**src/design/swse_pkg.sv**
```systemverilog
package swse_pkg;

  // Request codes carried in the slave-side tuser.
  localparam logic [1:0] REQ_PUSH    = 2'd0;
  localparam logic [1:0] REQ_POP     = 2'd1;
  localparam logic [1:0] REQ_INSPECT = 2'd2;
  // Spare code, handled as an inspect.
  localparam logic [1:0] REQ_SPARE   = 2'd3;

  // Status codes reported with every result.
  localparam logic [1:0] STS_DONE  = 2'd0;
  localparam logic [1:0] STS_FULL  = 2'd1;
  localparam logic [1:0] STS_EMPTY = 2'd2;

  // Sentinels reported for an empty stack.
  localparam logic signed [31:0] INT_MAX = 32'sh7FFF_FFFF;
  localparam logic signed [31:0] INT_MIN = 32'sh8000_0000;

  // Field widths.
  localparam int unsigned WORD_W  = 32;
  localparam int unsigned REQ_W   = 2;
  localparam int unsigned STS_W   = 2;
  localparam int unsigned DEPTH_W = 5;

  // Slave-side tdata layout: value, then key.
  localparam int unsigned IN_DATA_W = 2 * WORD_W;

  // Master-side tdata layout, lowest bit first.
  localparam int unsigned OUT_STS_LSB   = 0;
  localparam int unsigned OUT_FOUND_LSB = OUT_STS_LSB + STS_W;
  localparam int unsigned OUT_LO_LSB    = OUT_FOUND_LSB + 1;
  localparam int unsigned OUT_HI_LSB    = OUT_LO_LSB + WORD_W;
  localparam int unsigned OUT_DEPTH_LSB = OUT_HI_LSB + WORD_W;
  localparam int unsigned OUT_TOP_LSB   = OUT_DEPTH_LSB + DEPTH_W;
  localparam int unsigned OUT_DATA_W    = OUT_TOP_LSB + WORD_W;

  // Commands from the controller to the datapath.
  typedef struct packed {
    logic capture;    // latch an accepted request
    logic update;     // apply push or pop, clear the scan results
    logic scan_step;  // read the next stored entry
    logic load_out;   // move the finished result into the output register
  } cmd_t;

  // Status from the datapath to the controller.
  typedef struct packed {
    logic empty;      // no entries held
    logic last;       // scan index points at the top entry
  } stat_t;

endpackage

```
**src/design/swse_ctrl.sv**
```systemverilog
module swse_ctrl (
  input  logic            clk_i,
  input  logic            rst_ni,
  input  logic            in_valid_i,
  output logic            in_ready_o,
  output logic            out_valid_o,
  input  logic            out_ready_i,
  input  swse_pkg::stat_t stat_i,
  output swse_pkg::cmd_t  cmd_o
);
  import swse_pkg::*;

  typedef enum logic [2:0] {
    S_IDLE,
    S_UPDATE,
    S_SCAN,
    S_TAIL,
    S_FINISH
  } state_e;

  state_e state_q;
  logic   out_valid_q;
  logic   out_free;

  // The output register can take a new result when empty or being drained.
  assign out_free    = !out_valid_q || out_ready_i;
  assign in_ready_o  = (state_q == S_IDLE);
  assign out_valid_o = out_valid_q;

  // Commands decoded from the current state.
  always_comb begin
    cmd_o           = '0;
    cmd_o.capture   = (state_q == S_IDLE) && in_valid_i;
    cmd_o.update    = (state_q == S_UPDATE);
    cmd_o.scan_step = (state_q == S_SCAN) && !stat_i.empty;
    cmd_o.load_out  = (state_q == S_FINISH) && out_free;
  end

  // State register and output valid flag.
  always_ff @(posedge clk_i or negedge rst_ni) begin
    if (!rst_ni) begin
      state_q     <= S_IDLE;
      out_valid_q <= 1'b0;
    end else begin
      if ((state_q == S_FINISH) && out_free) begin
        out_valid_q <= 1'b1;
      end else if (out_ready_i) begin
        out_valid_q <= 1'b0;
      end
      case (state_q)
        S_IDLE: begin
          if (in_valid_i) begin
            state_q <= S_UPDATE;
          end
        end
        S_UPDATE: begin
          state_q <= S_SCAN;
        end
        S_SCAN: begin
          if (stat_i.empty) begin
            state_q <= S_FINISH;
          end else if (stat_i.last) begin
            state_q <= S_TAIL;
          end
        end
        S_TAIL: begin
          state_q <= S_FINISH;
        end
        S_FINISH: begin
          if (out_free) begin
            state_q <= S_IDLE;
          end
        end
        default: begin
          state_q <= S_IDLE;
        end
      endcase
    end
  end

endmodule

```
**src/design/swse_dpath.sv**
```systemverilog
module swse_dpath #(
  parameter int unsigned STACK_DEPTH = 16
) (
  input  logic                                clk_i,
  input  logic                                rst_ni,
  input  swse_pkg::cmd_t                      cmd_i,
  output swse_pkg::stat_t                     stat_o,
  input  logic [swse_pkg::REQ_W-1:0]          req_type_i,
  input  logic signed [swse_pkg::WORD_W-1:0]  value_i,
  input  logic signed [swse_pkg::WORD_W-1:0]  key_i,
  output logic [swse_pkg::OUT_DATA_W-1:0]     out_data_o
);
  import swse_pkg::*;

  localparam int unsigned CNT_W  = $clog2(STACK_DEPTH + 1);
  localparam int unsigned ADDR_W = (STACK_DEPTH > 1) ? $clog2(STACK_DEPTH) : 1;

  // Stack memory, one write and one registered read port.
  logic [WORD_W-1:0] mem_q [STACK_DEPTH];

  logic [REQ_W-1:0]         req_q;
  logic signed [WORD_W-1:0] value_q;
  logic signed [WORD_W-1:0] key_q;
  logic [CNT_W-1:0]         count_q;
  logic [ADDR_W-1:0]        idx_q;
  logic signed [WORD_W-1:0] rd_q;
  logic                     rd_vld_q;
  logic [STS_W-1:0]         status_q;
  logic                     found_q;
  logic signed [WORD_W-1:0] lo_q;
  logic signed [WORD_W-1:0] hi_q;
  logic signed [WORD_W-1:0] top_q;
  logic [OUT_DATA_W-1:0]    out_q;

  logic full;
  logic do_write;

  assign full         = (count_q == CNT_W'(STACK_DEPTH));
  assign stat_o.empty = (count_q == '0);
  assign stat_o.last  = (CNT_W'(idx_q) == count_q - CNT_W'(1));
  assign do_write     = cmd_i.update && (req_q == REQ_PUSH) && !full;
  assign out_data_o   = out_q;

  // Request capture.
  always_ff @(posedge clk_i) begin
    if (cmd_i.capture) begin
      req_q   <= req_type_i;
      value_q <= value_i;
      key_q   <= key_i;
    end
  end

  // Memory write on a push and registered read during the scan.
  always_ff @(posedge clk_i) begin
    if (do_write) begin
      mem_q[count_q[ADDR_W-1:0]] <= value_q;
    end
    if (cmd_i.scan_step) begin
      rd_q <= mem_q[idx_q];
    end
  end

  // Entry count and read-valid flag.
  always_ff @(posedge clk_i or negedge rst_ni) begin
    if (!rst_ni) begin
      count_q  <= '0;
      rd_vld_q <= 1'b0;
    end else begin
      rd_vld_q <= cmd_i.scan_step;
      if (cmd_i.update) begin
        if (req_q == REQ_PUSH && !full) begin
          count_q <= count_q + CNT_W'(1);
        end else if (req_q == REQ_POP && !stat_o.empty) begin
          count_q <= count_q - CNT_W'(1);
        end
      end
    end
  end

  // Status, scan index and running search, minimum, maximum and top.
  always_ff @(posedge clk_i) begin
    if (cmd_i.update) begin
      status_q <= STS_DONE;
      if (req_q == REQ_PUSH && full) begin
        status_q <= STS_FULL;
      end else if (req_q == REQ_POP && stat_o.empty) begin
        status_q <= STS_EMPTY;
      end
      idx_q   <= '0;
      found_q <= 1'b0;
      lo_q    <= INT_MAX;
      hi_q    <= INT_MIN;
      top_q   <= '0;
    end else begin
      if (cmd_i.scan_step) begin
        idx_q <= idx_q + ADDR_W'(1);
      end
      if (rd_vld_q) begin
        // Entries are read bottom up, so the last one read is the top.
        top_q <= rd_q;
        if (rd_q == key_q) begin
          found_q <= 1'b1;
        end
        if (rd_q < lo_q) begin
          lo_q <= rd_q;
        end
        if (rd_q > hi_q) begin
          hi_q <= rd_q;
        end
      end
    end
  end

  // Output register.
  always_ff @(posedge clk_i) begin
    if (cmd_i.load_out) begin
      out_q <= {top_q, DEPTH_W'(count_q), hi_q, lo_q, found_q, status_q};
    end
  end

endmodule

```
**src/design/stack_with_search_and_extremes_unit.sv**
```systemverilog
// Bounded LIFO stack of signed 32-bit words with a search and min/max scan.
// Each request pushes, pops or only inspects; afterwards every stored entry
// is read once, bottom to top, through the single read port of the stack
// memory, one entry per cycle. A new request is accepted only after the
// previous result has moved into the output register, and that move waits
// while an earlier result is still held there unaccepted. Exactly one result
// follows every request.
// A push on a full stack is refused with a full status and a pop on an empty
// stack with an empty status; an empty stack reports smallest 2147483647,
// largest -2147483648, found 0 and top 0. depth_used carries the low five
// bits of the count. Request code 3 behaves as an inspect.
module stack_with_search_and_extremes_unit #(
  parameter int unsigned STACK_DEPTH = 16
) (
  input  logic                                clk_i,
  input  logic                                rst_ni,
  // Request channel.
  input  logic                                s_axis_tvalid,
  output logic                                s_axis_tready,
  // tdata: value [31:0], key [63:32]
  input  logic [swse_pkg::IN_DATA_W-1:0]      s_axis_tdata,
  // tuser: req_type [1:0]
  input  logic [swse_pkg::REQ_W-1:0]          s_axis_tuser,
  // Result channel.
  output logic                                m_axis_tvalid,
  input  logic                                m_axis_tready,
  // tdata: status [1:0], found [2], smallest [34:3], largest [66:35],
  //        depth_used [71:67], top_value [103:72]
  output logic [swse_pkg::OUT_DATA_W-1:0]     m_axis_tdata
);
  import swse_pkg::*;

  cmd_t  cmd;
  stat_t stat;

  // Sequencing of update, scan and result hand-over.
  swse_ctrl u_ctrl (
    .clk_i       (clk_i),
    .rst_ni      (rst_ni),
    .in_valid_i  (s_axis_tvalid),
    .in_ready_o  (s_axis_tready),
    .out_valid_o (m_axis_tvalid),
    .out_ready_i (m_axis_tready),
    .stat_i      (stat),
    .cmd_o       (cmd)
  );

  // Stack memory, count and scan accumulators.
  swse_dpath #(
    .STACK_DEPTH (STACK_DEPTH)
  ) u_dpath (
    .clk_i      (clk_i),
    .rst_ni     (rst_ni),
    .cmd_i      (cmd),
    .stat_o     (stat),
    .req_type_i (s_axis_tuser),
    .value_i    (s_axis_tdata[WORD_W-1:0]),
    .key_i      (s_axis_tdata[IN_DATA_W-1:WORD_W]),
    .out_data_o (m_axis_tdata)
  );

endmodule

```
**config.mk**
```make
export PLATFORM = sky130hd
export DESIGN_NAME = stack_with_search_and_extremes_unit
export DESIGN_NICKNAME = d
export VERILOG_FILES = /design/src/design/swse_pkg.sv /design/src/design/swse_ctrl.sv /design/src/design/swse_dpath.sv /design/src/design/stack_with_search_and_extremes_unit.sv
export SDC_FILE = /design/constraint.sdc
export NUM_CORES = 1
export LEC_CHECK = 0
export BUFFER_PORTS_ARGS = -buffer_cell sky130_fd_sc_hd__buf_2
export CAP_MARGIN = 20
export CORE_MARGIN = 5
export CORE_UTILIZATION = 49
export CTS_BUF_LIST = sky130_fd_sc_hd__clkbuf_4 sky130_fd_sc_hd__clkbuf_8
export DETAILED_ROUTE_END_ITERATION = 8
export PLACE_DENSITY = 0.77
export SETUP_SLACK_MARGIN = 0.05
export SLEW_MARGIN = 20
export SYNTH_ARGS = -nofsm -noshare
export SYNTH_HDL_FRONTEND = slang
export SYNTH_HIERARCHICAL = 1
export SYNTH_SLANG_ARGS = --single-unit
```
**constraint.sdc**
```tcl
create_clock -name clk_i -period 7.3 [get_ports clk_i]
set_input_delay 1.46 -clock clk_i [delete_from_list [all_inputs] [get_ports clk_i]]
set_output_delay 1.46 -clock clk_i [all_outputs]
set_load 0.005 [all_outputs]
```
==> results.py <==
metrics = {
    "setup_path": {
        "cp_cell_sequence": "inv_1 > ha_1 > and2_1 > a211oi_2 > and2_1 > nand2_1 > nor2_4 > buf_4",
        "startpoint_type": "flip-flop",
        "r2r_cells": 8,
        "critical_path.top_delay_family": "simple AND/OR/NAND/NOR gates",
        "crit_type": "flip-flop to flip-flop",
        "slowest_delay_ns": 0.58,
        "path_buf_inv": 2,
        "endpoint_kind": "flip-flop",
        "crit_path_top_delay_cell": "nor2_4",
        "timing.rr.start": "u_dpath/count_q[0]$_DFFE_PN0P_",
        "critPathArrivalTime_ns": 3.86,
        "r2r_slack_ns": 3.86,
        "critPathMaxFanout": 18,
        "r2r-end": "u_dpath/mem_q[12][16]$_DFFE_PP_",
        "crit_top_cell": "and2_1",
        "worstPathRequired_ns": 7.72,
    },
    "yosys": {
        "synthTopCellsByCount": "716 x edfxtp_1, 160 x mux4_2, 101 x dfxtp_1",
        "synth_compound_area_frac": 0.0241,
        "syn_area_um2": 31500,
        "synthFlopType": "edfxtp_1",
        "synth_area_per_cell_um2": 19.8,
        "synth-adder-area-share": 0.0270,
        "synth_cells": 1588,
        "synth_edf_count": 716,
        "synthArstFlopShare": 0.0121,
        "yosysMostFrequentCell": "edfxtp_1",
        "synth-seq-cells": 827,
        "synth.distinct_cells": 54,
        "yosysTopAreaCellShare": 0.683,
        "yosysTopAreaCell": "edfxtp_1",
        "synth_mux_area_frac": 0.135,
        "synthXorXnorAreaFrac": 0.0128,
        "synthSimpleGateAreaFrac": 0.0275,
        "synth_top_family_by_area": "multiplexers",
        "seq_area_frac_synth": 0.755,
        "syn-num-nets": 1726,
        "yosysWarnings": 6,
        "synth.area.top_cells": "edfxtp_1 68%, mux4_2 11%, dfxtp_1 6.4%",
    },
    "grt": {
        "antenna_found_initial": 3,
        "use_met1": 0.263,
        "grt_pass1_wl_um": 102000,
        "grt_use_met2": 0.310,
        "top_usage_layer": "met2",
        "grt.met3_usage": 0.0512,
        "grt_pass1_vias": 16600,
        "grt_max_degree": 104,
        "overflow": 0,
        "gr-usage-all-layers": 0.194,
    },
    "route": {
        "wl_per_cell_um": 23.6,
        "via_count": 15700,
        "wl_um": 66700,
        "viasPerCell": 5.56,
        "drt_iter0_drc": 1432,
        "first_pass_iters": 6,
        "drc": 0,
        "final_antenna_net_count": 0,
    },
    "layout": {
        "nets": 2003,
        "layout-drive-gt1-share": 0.313,
        "num-fill-cells": 4643,
        "utilization": 0.564,
        "area_delta_synth_final_pct": 14.9,
        "design_area_um2": 36200,
        "diodes": 0,
    },
    "sta": {
        "hold_violations": 0,
        "setup_viol": 0,
        "layout_min_cycle_time_ns": 3.44,
        "timing.final.crit_share": 0.471,
        "skew_ns": 0.0221,
        "fmax_ghz": 0.291,
        "worstMarginPinSlew_ns": 1.10,
        "rsz0062_at_grt": "false",
        "fin_setup_tns_ns": 0,
        "slew_headroom": 0.269,
        "slew_violations": 0,
    },
    "clocking": {
        "clockRootBuffer": "clkbuf_8",
        "clk_path_buf_depth": 3,
        "htree_num_levels": 4,
        "cts_tree": "done",
        "cts-resized-gates": 0,
        "clock_latency_ns": 0.77,
        "clock_sinks": 827,
        "cts_setup_buffers": 0,
        "cts_hold_buf": 0,
        "numCtsBuffers": 132,
        "cts.reportedPaths.clkPinSlew_ns": 0.06,
    },
    "placed_design": {
        "place_congestion": 0.841,
        "hpwl_um": 39700,
        "port_buffers": 175,
        "postPlaceCellArea_um2": 33500,
    },
    "floorplanning": {
        "die_x_um": 264,
        "fp.dieArea_um2": 69400,
        "fp-row-count": 93,
        "core_area_um2": 64100,
        "ios": 176,
        "start_util": 0.491,
        "die_h_um": 264,
    },
    "hold_path": {
        "hp-class": "flip-flop to flip-flop",
        "min_to": "u_dpath/out_data_o[1]$_DFFE_PP_",
        "min_path_cells": 0,
        "min_from": "u_dpath/status_q[1]$_SDFFCE_PP0P_",
    },
    "power_and_ir_drop": {
        "clockPowerShare": 0.290,
        "seqPwrFrac": 0.497,
        "sw_frac_of_total": 0.295,
        "ir_worst_vdd_mv": 0.232,
        "leakage_uw": 0.0125,
        "intPower_uw": 9500,
        "power.switching_uw": 3980,
        "combinationalPowerShare": 0.213,
        "powerDensity_nw_per_um2": 373,
    },
    "run_status": {
        "status": "finished clean",
    },
    "flow_run": {
        "drv_cap": 0,
    },
}
## cells by family (layout without fill, tap and decap cells)
group,Yosys count,in the layout
compound gates,101,101
xor+xnor,46,46
fa+ha+maj,68,68
buf+inv,131,510
flops,827,827
mux,226,226
simple gates,189,189
## worst max-delay path by stage
stage | startpoint | end | slack [ns] | cells after the start
after floorplan | m_axis_tready | u_dpath/out_data_o[0]$_DFFE_PP_ | 0.53 | 2
after global placement | m_axis_tready | u_dpath/out_data_o[91]$_DFFE_PP_ | 3.73 | 4
after detailed placement | m_axis_tready | u_dpath/out_data_o[88]$_DFFE_PP_ | 3.64 | 4
after CTS | u_dpath/count_q[0]$_DFFE_PN0P_ | u_dpath/mem_q[12][16]$_DFFE_PP_ | 3.83 | 8
after global routing | u_dpath/count_q[0]$_DFFE_PN0P_ | u_dpath/mem_q[12][16]$_DFFE_PP_ | 3.64 | 8
final | u_dpath/count_q[0]$_DFFE_PN0P_ | u_dpath/mem_q[12][16]$_DFFE_PP_ | 3.86 | 8
## layer usage
layer | up-vias | routed length (µm)
met5 | - | 0
met4 | 0 | 1610
met3 | 93 | 5030
met2 | 630 | 32600
met1 | 8084 | 27400
li1 | 6893 | -
## cell type report
type,instances,area [µm²],area share
clock buffers,182,2270,0.0627
clock inverters,54,380,0.0105
inverters,69,259,0.00716
multi-input cells,630,7280,0.201
flip-flops and latches,827,23800,0.657
well taps,855,1070,0.0296
repair buffers,205,1130,0.0313
## cell usage in the layout (no fill, tap or decap), drive strengths merged, types with 3 or more instances in the layout
cell,Yosys,layout
clkbuf,22,182
o22a,31,31
nand4,20,20
buf,40,205
nand2,29,29
dfrtp,10,10
nand3,3,3
nor2b,3,3
ha,68,68
and2,3,3
mux4,160,160
edfxtp,716,716
nor4,7,7
nor3,8,8
inv,69,72
xor2,9,9
nor2,98,98
clkinv,0,37
a21o,5,5
dfxtp,101,101
xnor2,37,37
a21oi,28,28
a211oi,5,5
mux2i,65,65
clkinvlp,0,10
nand2b,10,10
o21ai,13,13
o21a,4,4
bufinv,0,4
## through the flow
step	cells	power (µW)	setup WS [ns]	hold slack, ns
final	2822	13500	3.86	0.416
after global routing	2822	14200	3.64	0.426
after CTS	2821	13600	3.83	0.418
after detailed placement	2585	9670	3.64	0.407
after global placement	2585	9520	3.73	0.403
after floorplan	1588	8670	0.531	0.400
## power by group through the flow
stage | clock network [µW] | logic, µW | registers [µW]
after CTS | 3990 | 2890 | 6700
after detailed placement | 0 | 2870 | 6790
after floorplan | 0 | 2200 | 6460
final | 3910 | 2870 | 6700
after global routing | 4230 | 3160 | 6780
after global placement | 0 | 2770 | 6740
## flip-flops by register name, indices dropped and copies added (netlist names)
register / flops
u_dpath/mem_q: 512
u_dpath/out_data_o: 104
u_dpath/hi_q: 32
u_dpath/key_q: 32
u_dpath/lo_q: 32
u_dpath/rd_q: 32
u_dpath/top_q: 32
u_dpath/value_q: 32
u_dpath/count_q: 5
u_dpath/idx_q: 4
u_ctrl/state_q: 3
u_dpath/req_q: 2
u_dpath/status_q: 2
u_ctrl/out_valid_o: 1
u_dpath/found_q: 1
u_dpath/rd_vld_q: 1
Note: power is estimated with default switching activity, not from simulation.
